--- src/imq_pkg.sv ---
// ----------------------------------------------------------------------------
// imq_pkg
// Shared types, widths and codes for the indexed min priority queue.
// ----------------------------------------------------------------------------
package imq_pkg;
    localparam int SLOTS    = 16;
    localparam int SLOT_W   = $clog2(SLOTS);
    localparam int POS_W    = $clog2(SLOTS + 1);
    localparam int KEY_W    = 32;
    localparam int CMD_W    = 3;
    localparam int STAT_W   = 3;

    localparam logic [CMD_W-1:0] CMD_INSERT = 3'd0;
    localparam logic [CMD_W-1:0] CMD_REMOVE = 3'd1;
    localparam logic [CMD_W-1:0] CMD_CHANGE = 3'd2;
    localparam logic [CMD_W-1:0] CMD_DELETE = 3'd3;

    localparam logic [STAT_W-1:0] ST_OK      = 3'd0;
    localparam logic [STAT_W-1:0] ST_FULL    = 3'd1;
    localparam logic [STAT_W-1:0] ST_PRESENT = 3'd2;
    localparam logic [STAT_W-1:0] ST_EMPTY   = 3'd3;
    localparam logic [STAT_W-1:0] ST_ABSENT  = 3'd4;

    typedef struct packed {
        logic [CMD_W-1:0]        command;
        logic [SLOT_W-1:0]       slot;
        logic signed [KEY_W-1:0] new_key;
    } t_req;

    typedef struct packed {
        logic [SLOT_W-1:0]       removed_slot;
        logic [SLOT_W-1:0]       min_slot;
        logic signed [KEY_W-1:0] min_key;
        logic [POS_W-1:0]        occupancy;
        logic                    is_empty;
        logic [STAT_W-1:0]       status;
        logic                    slot_present;
        logic signed [KEY_W-1:0] slot_key;
    } t_rsp;

    // controller -> datapath
    typedef struct packed {
        logic load;       // capture request
        logic start_cmd;  // apply command bookkeeping
        logic up_step;    // one sift-up compare/swap
        logic dn_step;    // one sift-down compare/swap
        logic set_dn;     // reload cursor for sift-down
        logic make_rsp;   // build response
    } t_ctl;

    // datapath -> controller
    typedef struct packed {
        logic do_sift;    // command needs sifting
        logic up_more;    // another sift-up step will swap
        logic dn_more;    // another sift-down step will swap
    } t_sts;
endpackage

--- src/imq_if.sv ---
// ----------------------------------------------------------------------------
// imq_if
// Valid/ready channel carrying one beat of payload.
// ----------------------------------------------------------------------------
interface imq_if #(parameter type T = logic) ();
    logic valid;
    logic ready;
    T     data;
    modport source (output valid, output data, input ready);
    modport sink   (input valid, input data, output ready);
endinterface

--- src/indexed_min_priority_queue.sv ---
// ----------------------------------------------------------------------------
// indexed_min_priority_queue
// Binary min-heap of signed keys indexed by slot number.
// ----------------------------------------------------------------------------
// Usage: one command beat enters on i_req (insert, remove minimum, change
// key, delete slot, query) and exactly one reply beat leaves on o_rsp.
// The reply gives the removed slot, heap minimum, occupancy, status code
// and the named slot's presence and key.
// Sequence: the accept state, the command state, sift-up swaps then a turn,
// sift-down swaps then a finish, and the reply state; an entry moves one
// way only. A new command is taken only once the last one has reached the
// reply state; the single compare/swap unit over the heap registers sets this.
// Reset clears the count and the position map, so the queue starts empty.
// A stalled reply holds in its register; the next command is accepted and
// worked, and its reply waits until the held beat is taken.
// ----------------------------------------------------------------------------
module indexed_min_priority_queue
    import imq_pkg::*;
(
    input  logic i_clk,
    input  logic i_rst_n,
    imq_if.sink   i_req,
    imq_if.source o_rsp
);
    t_ctl w_ctl;
    t_sts w_sts;
    t_rsp w_rsp;

    imq_ctrl u_ctrl (
        .i_clk      (i_clk),
        .i_rst_n    (i_rst_n),
        .i_in_valid (i_req.valid),
        .o_in_ready (i_req.ready),
        .o_out_valid(o_rsp.valid),
        .i_out_ready(o_rsp.ready),
        .i_sts      (w_sts),
        .o_ctl      (w_ctl)
    );

    imq_dp u_dp (
        .i_clk  (i_clk),
        .i_rst_n(i_rst_n),
        .i_req  (i_req.data),
        .i_ctl  (w_ctl),
        .o_sts  (w_sts),
        .o_rsp  (w_rsp)
    );

    assign o_rsp.data = w_rsp;
endmodule

--- src/imq_ctrl.sv ---
// ----------------------------------------------------------------------------
// imq_ctrl
// Sequencer: accept beat, apply command, sift up then down, emit response.
// ----------------------------------------------------------------------------
module imq_ctrl
    import imq_pkg::*;
(
    input  logic i_clk,
    input  logic i_rst_n,
    input  logic i_in_valid,
    output logic o_in_ready,
    output logic o_out_valid,
    input  logic i_out_ready,
    input  t_sts i_sts,
    output t_ctl o_ctl
);
    localparam logic [2:0] S_IDLE = 3'd0;
    localparam logic [2:0] S_CMD  = 3'd1;
    localparam logic [2:0] S_UP   = 3'd2;
    localparam logic [2:0] S_DN   = 3'd3;
    localparam logic [2:0] S_RSP  = 3'd4;

    logic [2:0] r_state, n_state;
    logic       r_out_valid, n_out_valid;

    assign o_in_ready  = (r_state == S_IDLE);
    assign o_out_valid = r_out_valid;

    always_comb begin
        n_state     = r_state;
        n_out_valid = r_out_valid && !i_out_ready;
        o_ctl       = '0;
        unique case (r_state)
            S_IDLE: begin
                o_ctl.load = i_in_valid;
                if (i_in_valid) n_state = S_CMD;
            end
            S_CMD: begin
                o_ctl.start_cmd = 1'b1;
                n_state = S_UP;
            end
            S_UP: begin
                // status is valid once command bookkeeping is done
                if (i_sts.do_sift && i_sts.up_more) begin
                    o_ctl.up_step = 1'b1;
                end else begin
                    o_ctl.set_dn = 1'b1;
                    n_state = S_DN;
                end
            end
            S_DN: begin
                if (i_sts.do_sift && i_sts.dn_more) o_ctl.dn_step = 1'b1;
                else n_state = S_RSP;
            end
            S_RSP: begin
                // hold until the previous response is gone
                if (!r_out_valid || i_out_ready) begin
                    o_ctl.make_rsp = 1'b1;
                    n_out_valid = 1'b1;
                    n_state = S_IDLE;
                end
            end
            default: n_state = S_IDLE;
        endcase
    end

    always_ff @(posedge i_clk) begin
        if (!i_rst_n) begin
            r_state     <= S_IDLE;
            r_out_valid <= 1'b0;
        end else begin
            r_state     <= n_state;
            r_out_valid <= n_out_valid;
        end
    end

    a_one_step: assert property (@(posedge i_clk) disable iff (!i_rst_n)
        !(o_ctl.up_step && o_ctl.dn_step)) else $error("up and down step together");
    a_rsp_hold: assert property (@(posedge i_clk) disable iff (!i_rst_n)
        o_ctl.make_rsp |=> r_out_valid) else $error("response not raised");
    a_load_idle: assert property (@(posedge i_clk) disable iff (!i_rst_n)
        o_ctl.load |=> r_state == S_CMD) else $error("load did not advance");
endmodule

--- src/imq_dp.sv ---
// ----------------------------------------------------------------------------
// imq_dp
// Heap storage, position map, keys and one compare/swap unit.
// ----------------------------------------------------------------------------
module imq_dp
    import imq_pkg::*;
(
    input  logic i_clk,
    input  logic i_rst_n,
    input  t_req i_req,
    input  t_ctl i_ctl,
    output t_sts o_sts,
    output t_rsp o_rsp
);
    logic [SLOT_W-1:0]       r_heap [1:SLOTS];
    logic [POS_W-1:0]        r_pos  [SLOTS];
    logic signed [KEY_W-1:0] r_key  [SLOTS];
    logic [POS_W-1:0]        r_cnt;
    t_req                    r_req;
    logic [POS_W-1:0]        r_p;
    logic                    r_sift, n_sift;
    logic [STAT_W-1:0]       r_stat, n_stat;
    logic [SLOT_W-1:0]       r_removed, n_removed;
    t_rsp                    r_rsp;

    function automatic logic signed [KEY_W-1:0] key_at(
        input logic [POS_W-1:0] p,
        input logic [SLOT_W-1:0] h [1:SLOTS],
        input logic signed [KEY_W-1:0] k [SLOTS]);
        logic signed [KEY_W-1:0] v;
        v = '0;
        if (p >= POS_W'(1) && p <= POS_W'(SLOTS)) v = k[h[p]];
        return v;
    endfunction

    // sift-up candidate
    logic [POS_W-1:0] w_par;
    logic             w_up;
    // sift-down candidate
    logic [POS_W:0]   w_c2;
    logic [POS_W-1:0] w_c;
    logic             w_dn;
    logic [POS_W-1:0] w_swp;

    always_comb begin
        w_par = r_p >> 1;
        w_up  = (r_p > POS_W'(1)) && (r_p <= r_cnt) &&
                (key_at(w_par, r_heap, r_key) > key_at(r_p, r_heap, r_key));
        w_c2  = {r_p, 1'b0};
        w_c   = w_c2[POS_W-1:0];
        w_dn  = 1'b0;
        if (r_p >= POS_W'(1) && w_c2 <= {1'b0, r_cnt}) begin
            if (w_c < r_cnt && key_at(w_c, r_heap, r_key) >
                key_at(w_c + POS_W'(1), r_heap, r_key))
                w_c = w_c + POS_W'(1);
            w_dn = key_at(r_p, r_heap, r_key) > key_at(w_c, r_heap, r_key);
        end
        w_swp = i_ctl.up_step ? w_par : w_c;
    end

    assign o_sts.do_sift = r_sift;
    assign o_sts.up_more = w_up;
    assign o_sts.dn_more = w_dn;
    assign o_rsp = r_rsp;

    logic w_pres;
    logic [POS_W-1:0] w_last;
    logic [POS_W-1:0] w_tpos;
    assign w_pres = r_pos[r_req.slot] != '0;
    assign w_last = r_cnt;
    assign w_tpos = (r_req.command == CMD_REMOVE) ? POS_W'(1) : r_pos[r_req.slot];

    // command outcome
    always_comb begin
        n_stat    = ST_OK;
        n_removed = '0;
        n_sift    = 1'b0;
        case (r_req.command)
            CMD_INSERT: begin
                if (r_cnt >= POS_W'(SLOTS)) n_stat = ST_FULL;
                else if (w_pres) n_stat = ST_PRESENT;
                else n_sift = 1'b1;
            end
            CMD_CHANGE: begin
                if (!w_pres) n_stat = ST_ABSENT;
                else n_sift = 1'b1;
            end
            CMD_REMOVE: begin
                if (r_cnt == '0) n_stat = ST_EMPTY;
                else begin
                    n_removed = r_heap[1];
                    n_sift    = w_tpos < w_last;
                end
            end
            CMD_DELETE: begin
                if (!w_pres) n_stat = ST_ABSENT;
                else n_sift = w_tpos < w_last;
            end
            default: ;
        endcase
    end

    always_ff @(posedge i_clk) begin
        if (!i_rst_n) begin
            for (int i = 0; i < SLOTS; i++) r_pos[i] <= '0;
            r_cnt  <= '0;
            r_sift <= 1'b0;
        end else begin
            if (i_ctl.load) r_req <= i_req;
            if (i_ctl.start_cmd) begin
                r_stat    <= n_stat;
                r_removed <= n_removed;
                r_sift    <= n_sift;
                case (r_req.command) inside
                    CMD_INSERT: begin
                        if (n_stat == ST_OK) begin
                            r_cnt <= r_cnt + POS_W'(1);
                            r_pos[r_req.slot] <= r_cnt + POS_W'(1);
                            r_heap[r_cnt + POS_W'(1)] <= r_req.slot;
                            r_key[r_req.slot] <= r_req.new_key;
                            r_p <= r_cnt + POS_W'(1);
                        end
                    end
                    CMD_CHANGE: begin
                        if (n_stat == ST_OK) begin
                            r_key[r_req.slot] <= r_req.new_key;
                            r_p <= r_pos[r_req.slot];
                        end
                    end
                    CMD_REMOVE, CMD_DELETE: begin
                        if (n_stat == ST_OK) begin
                            // move last entry into the hole, drop the target
                            if (w_tpos != w_last) begin
                                r_heap[w_tpos] <= r_heap[w_last];
                                r_heap[w_last] <= r_heap[w_tpos];
                                r_pos[r_heap[w_last]] <= w_tpos;
                            end
                            r_pos[r_heap[w_tpos]] <= '0;
                            r_cnt <= r_cnt - POS_W'(1);
                            r_p   <= w_tpos;
                        end
                    end
                    default: ;
                endcase
            end
            if (i_ctl.set_dn) r_p <= r_pos[r_heap[r_p]];
            if ((i_ctl.up_step && w_up) || (i_ctl.dn_step && w_dn)) begin
                r_heap[r_p]   <= r_heap[w_swp];
                r_heap[w_swp] <= r_heap[r_p];
                r_pos[r_heap[r_p]]   <= w_swp;
                r_pos[r_heap[w_swp]] <= r_p;
                r_p <= w_swp;
            end
            if (i_ctl.make_rsp) begin
                r_rsp.removed_slot <= r_removed;
                r_rsp.min_slot     <= (r_cnt != '0) ? r_heap[1] : '0;
                r_rsp.min_key      <= (r_cnt != '0) ? r_key[r_heap[1]] : '0;
                r_rsp.occupancy    <= r_cnt;
                r_rsp.is_empty     <= r_cnt == '0;
                r_rsp.status       <= r_stat;
                r_rsp.slot_present <= w_pres;
                r_rsp.slot_key     <= w_pres ? r_key[r_req.slot] : '0;
            end
        end
    end

    a_cnt_max: assert property (@(posedge i_clk) disable iff (!i_rst_n)
        r_cnt <= POS_W'(SLOTS)) else $error("count overflow");
    a_step_moves: assert property (@(posedge i_clk) disable iff (!i_rst_n)
        (i_ctl.up_step && w_up) |=> r_p == $past(w_par)) else $error("cursor lost");
    a_cnt_hold: assert property (@(posedge i_clk) disable iff (!i_rst_n)
        (i_ctl.up_step || i_ctl.dn_step) |=> $stable(r_cnt)) else $error("count moved");
endmodule

--- src/flat_wrapper.sv ---
// flat-port wrapper written by rule: the top's interface ports become plain ports
module indexed_min_priority_queue_flat import imq_pkg::*;
  (i_clk, i_rst_n, i_req_valid, i_req_data, i_req_ready, o_rsp_valid, o_rsp_data, o_rsp_ready);
  imq_if #(.T(t_req)) i_req_i ();
  imq_if #(.T(t_rsp)) o_rsp_i ();
  input  logic i_clk;
  input  logic i_rst_n;
  input wire logic [$bits(i_req_i.valid)-1:0] i_req_valid;
  input wire logic [$bits(i_req_i.data)-1:0] i_req_data;
  output wire logic [$bits(i_req_i.ready)-1:0] i_req_ready;
  output wire logic [$bits(o_rsp_i.valid)-1:0] o_rsp_valid;
  output wire logic [$bits(o_rsp_i.data)-1:0] o_rsp_data;
  input wire logic [$bits(o_rsp_i.ready)-1:0] o_rsp_ready;
  assign i_req_i.valid = i_req_valid;
  assign i_req_i.data = i_req_data;
  assign i_req_ready = i_req_i.ready;
  assign o_rsp_valid = o_rsp_i.valid;
  assign o_rsp_data = o_rsp_i.data;
  assign o_rsp_i.ready = o_rsp_ready;
  indexed_min_priority_queue u_core (.i_clk(i_clk), .i_rst_n(i_rst_n), .i_req(i_req_i), .o_rsp(o_rsp_i));
endmodule
--- config.mk ---
export PLATFORM = sky130hd
export DESIGN_NAME = indexed_min_priority_queue_flat
export DESIGN_NICKNAME = d
export VERILOG_FILES = /design/src/imq_pkg.sv /design/src/imq_if.sv /design/src/indexed_min_priority_queue.sv /design/src/imq_ctrl.sv /design/src/imq_dp.sv /design/src/flat_wrapper.sv
export SDC_FILE = /design/constraint.sdc
export NUM_CORES = 2
export LEC_CHECK = 0
export BUFFER_PORTS_ARGS = -buffer_cell sky130_fd_sc_hd__buf_4
export CAP_MARGIN = 40
export CORE_ASPECT_RATIO = 0.7
export CORE_MARGIN = 5
export CORE_UTILIZATION = 40
export DETAILED_ROUTE_END_ITERATION = 6
export GPL_ROUTABILITY_DRIVEN = 0
export PLACE_DENSITY = 0.56
export SLEW_MARGIN = 25
export SYNTH_ARGS = -nofsm -noshare
export SYNTH_HDL_FRONTEND = slang
export SYNTH_SLANG_ARGS = --single-unit
--- constraint.sdc ---
create_clock -name i_clk -period 10.2 [get_ports i_clk]
set_input_delay 1.53 -clock i_clk [delete_from_list [all_inputs] [get_ports i_clk]]
set_output_delay 1.53 -clock i_clk [all_outputs]
set_load 0.01 [all_outputs]
Word-level counts from Yosys, hierarchy flattened

Memory sizes are Yosys's and may differ from the RTL's. A register that Yosys moved wholly into a read port is not among the register bits.
Index checks and enable logic that the tools add are counted.

Bits in registers: 719
RAM bits: 80
Output and inout port bits: 84
Memories: 1

Add/subtract/negate cells: 3
$lt $le $gt $ge: 41
Equality and inequality tests: 16
Mux-type cells: 170
Bitwise gates (word level): 17
Reductions and logical operators: 49

Memory list:

| memory            | depth | bits a word | read ports | clocked after Yosys merged registers in | wr ports | RTL line     | text |
|---|---|---|---|---|---|---|---|
| u_core.u_dp.r_pos | 16    | 5           | 2          | 1                                       | 16       | imq_dp.sv:16 | `logic [POS_W-1:0] r_pos [SLOTS];` |

Operator list:

| cell                                                                         | number |
|---|---|
| 512-bit 2-to-1 mux                                                           | 3 |
| 32-bit binary-select mux with 4-bit select                                   | 7 |
| 32-bit 2-to-1 mux                                                            | 24 |
| 64-bit 2-to-1 mux                                                            | 9 |
| 512-bit bitwise mux                                                          | 1 |
| 64-bit bitwise mux                                                           | 5 |
| 4-bit binary-select mux with 5-bit select                                    | 8 |
| 32-bit demux with 4-bit select                                               | 1 |
| 5-bit 2-to-1 mux                                                             | 23 |
| 4-bit 2-to-1 mux                                                             | 27 |
| 4-bit demux with 5-bit select                                                | 5 |
| 32-bit > comparator                                                          | 3 |
| 6-bit >= comparator, second input constant                                   | 9 |
| 5-bit inverter with 6-bit output                                             | 8 |
| 1-bit 2-to-1 mux                                                             | 46 |
| 5-bit >= comparator, second input constant                                   | 8 |
| 4-bit inverter with 5-bit output                                             | 7 |
| 6-bit by 1-bit less-than comparator with 1-bit output, second input constant | 5 |
| 5-bit OR reduction                                                           | 5 |
| 5-bit by 1-bit >= comparator with 1-bit output, second input constant        | 4 |
| 5-bit <= comparator, second input constant                                   | 4 |
| 1-bit logical AND                                                            | 20 |
| 3-bit 2-to-1 mux                                                             | 6 |
| 3-bit one-hot mux with 5 select lines                                        | 1 |
| other kinds (34)                                                             | 57 |

Depth between registers and ports, before layout

Depth in word-level cells: 37
Gate-level depth with buffers: 51
Mapped depth without buffers: 39

Hierarchy

A second synthesis with hierarchy kept.

Cells, all modules: 7221
Area total of the unflattened synthesis: 70416.3 um^2

By module, submodules not included:

| module   | instances | cells each | area an instance (um^2) |
|---|---|---|---|
| imq_dp   | 1         | 7191       | 70151.0 |
| imq_ctrl | 1         | 30         | 265.3 |

Worst setup path before layout

No wires, ideal clock.

Path type: register to register
Start: register u_core.u_dp.r_p[0]
End: memory u_core.u_dp.r_pos[7][0] (netlist bit) (enable)
Library setup time: 0.357 ns
Arrival: 10.785 ns
Data required time: 9.843 ns
Path slack: -0.942 ns
Cell stages (with the launch flop): 46
Buffers on the path: 17
Cell sequence: edfxtp_1 > buf_4 > buf_2 > buf_2 > buf_6 > buf_2 > mux4_2 > and2_1 > a21oi_1 > buf_2 > mux4_2 > or2_2 > ha_1 > a21oi_1 > nand2_1 > a221o_1 > or3_1 > a31oi_1 > [10 not listed] > ha_1 > a21o_1 > a21o_1 > a21oi_1 > o21ai_0 > a221oi_1 > o21ai_0 > a211oi_2 > or2_2 > buf_2 > and2_1 > clkbuf_1 > buf_2 > o21ai_0 > o31a_1 > buf_2 > buf_2 > o211ai_1

RTL lines:

| item                     | RTL line      | text |
|---|---|---|
| start: declaration       | imq_dp.sv:20  | `logic [POS_W-1:0] r_p;` |
| start signal: assignment | imq_dp.sv:121 | `r_p <= r_cnt + POS_W'(1);` |
| start signal: assignment | imq_dp.sv:127 | `r_p <= r_pos[r_req.slot];` |
| start signal: assignment | imq_dp.sv:140 | `r_p <= w_tpos;` |
| end: declaration         | imq_dp.sv:16  |  |

==> qor.yml <==
async_flop_share_pct: 0
clock_sinks: 803
p_int_uw: 8850
cts_made_buffers: 93
worst_slack_ns: -0.117
port_buffers: 126
ys_ff_latch: 803
pwr-share-comb_pct: 51.0
timing.slew.headroom_pct: 23.7
synthDistinctLibCells: 100
rsz0062_at_grt: "true"
cts_hold_buf: 0
die_area_mm2: 0.184
die_w_um: 511
fin_skew_ns: 0.0371
pwr-share-clk_pct: 23.8
ant_nets: 0
final_max_slew_viol_count: 0
dp_hpwl_um: 232000
setup_violations: 92
power.leakage_uw: 0.0314
grt_pass1_wl_um: 488000
power_density_mw_per_mm2: 175
std_cell_rows: 128
syn_to_final_growth_pct: 23.0
post-place-ws_ns: -1.38
post-route-period-util_pct: 101
ys_warn_count: 0
synth_ff_type: "edfxtp_1"
r2r-start: "u_core.u_dp.r_p[0]$_DFFE_PP_"
yosysSeqAreaShare_pct: 34.2
drive_gt1_share_pct: 27.5
drtPass1Iterations: 7
start_util_pct: 40.3
hp-start: "u_core.u_dp.r_removed[1]$_SDFFCE_PP0P_"
core_mm2: 0.174
fin_crit_ns: 10.32
worst_path_most_repeated_cell: "buf_4"
cp.required_ns: 10.62
clockRootBuffer: "clkbuf_16"
clk_path_buf_depth: 3
hp-class: "flip-flop to flip-flop"
postSynthAreaPerCell_um2: 9.34
synth.cell_area_mm2: 0.0702
cp-startpoint: "u_core.u_dp.r_p[0]$_DFFE_PP_"
cts_tree: "built"
clk_pin_slew_ns: 0.07
routed_wl_um: 351000
power.total_uw: 15100
grt.total_usage_pct: 35.6
slowest_stage: "mux4_2"
tightest_slew_ns: 1.14
viasPerCell: 7.22
grt_pass1_vias: 67400
nets: 8096
antenna_found_initial: 26
ir_worst_vdd_uv: 156
overflow: 0
htreeDepth: 3
switchingPower_uw: 6250
avgRoutedWirePerCell_um: 33.9
cp_max_fo: 6
drc: 0
worstSkewPairLatency_ns: 0.77
cp-end-kind: "flip-flop"
swShare_pct: 41.4
drt_iter0_markers: 14600
start_kind: "flip-flop"
vias: 74800
synth_edf_count: 789
violations: "setup timing"
syn-num-nets: 7676
grt_max_degree: 132
ioPinCount: 127
max_freq_mhz: 96.9
syn_inst: 7515
die_h_um: 360
critPathArrivalTime_ns: 10.74
drv_cap: 0
status: "complete, but fails checks"
seqPwrFrac_pct: 25.2
hold_viol_final: 0
slowest_delay_ns: 0.56
worst-setup-path-type: "flip-flop to flip-flop"
==> layer usage <==
metal	share of wire (%)	vias to the layer above	global-route usage [%]
met3	19	1341	16.1
met5	0.024	-	0.178
met2	38	7524	46.3
li1	-	29800	-
met4	6.0	8	15.9
met1	38	36100	50.1
==> sequential cells by signal, indices dropped and copies added (netlist names), named ones only <==
register / flops
u_core.u_dp.r_stat: 3
u_core.u_dp.r_req: 39
u_core.u_dp.r_removed: 4
u_core.u_dp.r_pos: 80
u_core.u_ctrl.r_state: 3
u_core.u_dp.o_rsp: 82
u_core.u_dp.r_cnt: 5
u_core.u_dp.r_sift: 1
u_core.u_dp.r_p: 5
u_core.u_ctrl.o_out_valid: 1
u_core.u_dp.r_key: 512
u_core.u_dp.r_heap: 64
==> worst paths after layout <==
path                                       end  slack [ns]  cells after the start
max          u_core.u_dp.r_pos[4][0]$_DFFE_PP_       -0.12                     47
min            u_core.u_dp.o_rsp[79]$_DFFE_PP_        0.42                      0
max reg2reg  u_core.u_dp.r_pos[4][0]$_DFFE_PP_       -0.12                     47
min reg2reg    u_core.u_dp.o_rsp[79]$_DFFE_PP_        0.42                      0
==> kinds of logic after synthesis <==
group	count (synthesis)	share of synthesized area, %
AO/OA/AOI/OAI	1861	18.3
AND/OR/NAND/NOR	3162	20.2
buffers and inverters	824	4.57
adder cells (fa/ha/maj)	118	2.10
multiplexers	734	20.5
XOR/XNOR	13	0.184
flip-flops	803	34.2
==> Yosys cell counts (38+ instances only) <==
| library cell | count | area share, % |
|---|---|---|
| a211oi_1 | 277 | 3.0 |
| a21oi_1 | 371 | 2.6 |
| a221oi_1 | 120 | 1.5 |
| a22oi_1 | 39 | 0.42 |
| a311oi_1 | 143 | 1.8 |
| a31oi_1 | 253 | 2.3 |
| a32o_1 | 38 | 0.54 |
| and2_1 | 193 | 1.7 |
| and3_1 | 274 | 2.4 |
| buf_1 | 93 | 0.50 |
| buf_2 | 51 | 0.36 |
| clkbuf_1 | 571 | 3.1 |
| edfxtp_1 | 789 | 34 |
| ha_1 | 118 | 2.1 |
| inv_1 | 92 | 0.49 |
| mux2_2 | 74 | 1.2 |
| mux2i_1 | 106 | 1.5 |
| mux4_2 | 553 | 18 |
| nand2_1 | 1940 | 10 |
| nand3_1 | 254 | 1.8 |
| nor2_1 | 189 | 1.0 |
| nor2b_1 | 88 | 0.78 |
| nor3_1 | 49 | 0.35 |
| o211ai_1 | 54 | 0.58 |
| o21ai_0 | 216 | 1.5 |
| o22ai_1 | 79 | 0.70 |
| o32ai_1 | 50 | 0.62 |
| or2_2 | 39 | 0.35 |
==> metrics by stage <==
step / util [%] / hold slack [ns] / cell area (um^2) / TNS [ns] / instances
4_1_cts: 48.0 / 0.419 / 83700 / -0.0165 / 10300
6_report: 49.5 / 0.421 / 86300 / -5.01 / 10400
3_5_place_dp: 45.6 / 0.406 / 79400 / -231.68 / 10100
2_1_floorplan: - / 0.400 / 70300 / 0 / 7515
5_1_grt: 49.5 / 0.423 / 86300 / -20.12 / 10400
3_3_place_gp: 45.3 / 0.405 / 79000 / -240.02 / 10000
==> area by class of cell <==
| class | count | area (um^2) |
|---|---|---|
| antenna | 13 | 32.5 |
| clock buffer | 107 | 2480 |
| clock inverter | 61 | 623 |
| fill | 15800 | 87900 |
| inverter | 97 | 369 |
| multi-input combinational | 5889 | 45200 |
| sequential | 803 | 24000 |
| tap | 2340 | 2930 |
| timing repair buffer | 1051 | 10700 |
==> power groups by stage <==
stage                     registers [uW]  clock network, uW  logic (uW)
after global routing                3800               3760        7950
after detailed placement            3860                  0        6560
final                               3800               3600        7700
after global placement              3860                  0        6470
after CTS                           3790               3620        6820
after floorplan                     3840                  0        3860
==> worst max-delay path, delay by kind of cell (launching register included) <==
| family | cells | cell delay [ns] |
|---|---|---|
| AOI/OAI and AO/OA | 12 | 2.59 |
| adders and majority gates | 2 | 0.53 |
| buffers and inverters | 15 | 2.27 |
| DFF | 1 | 0.45 |
| muxes | 3 | 1.34 |
| and+or+nand+nor | 15 | 2.73 |
==> timing repair <==
item | 4_1_cts | 5_1_grt
pin swaps | 25 | 111
gates resized for setup | 94 | 329
endpoints found under the setup margin | 236 | 221
buffers inserted | 40 | 55
cloned | 9 | 20
==> placed cells by master (no fill, tap or decap), drive strengths merged, types with 13 or more instances in the layout <==
cell       n
a211oi   279
a21o      22
a21oi    375
a221oi   121
a22o      18
a22oi     39
a311oi   143
a31oi    255
a32o      38
a32oi     22
and2     201
and3     274
buf     1029
clkbuf   128
clkinv    39
dfxtp     14
diode     13
edfxtp   789
ha       118
inv       99
mux2      75
mux2i    106
mux4     553
nand2   1941
nand2b    25
nand3    254
nand3b    15
nand4     31
nor2     194
nor2b     88
nor3      51
o211ai    54
o21ai    224
o221ai    18
o22a      16
o22ai     79
o31ai     13
o32ai     50
or2       43
or3       14
No activity file was read; power rests on OpenSTA's default activity.
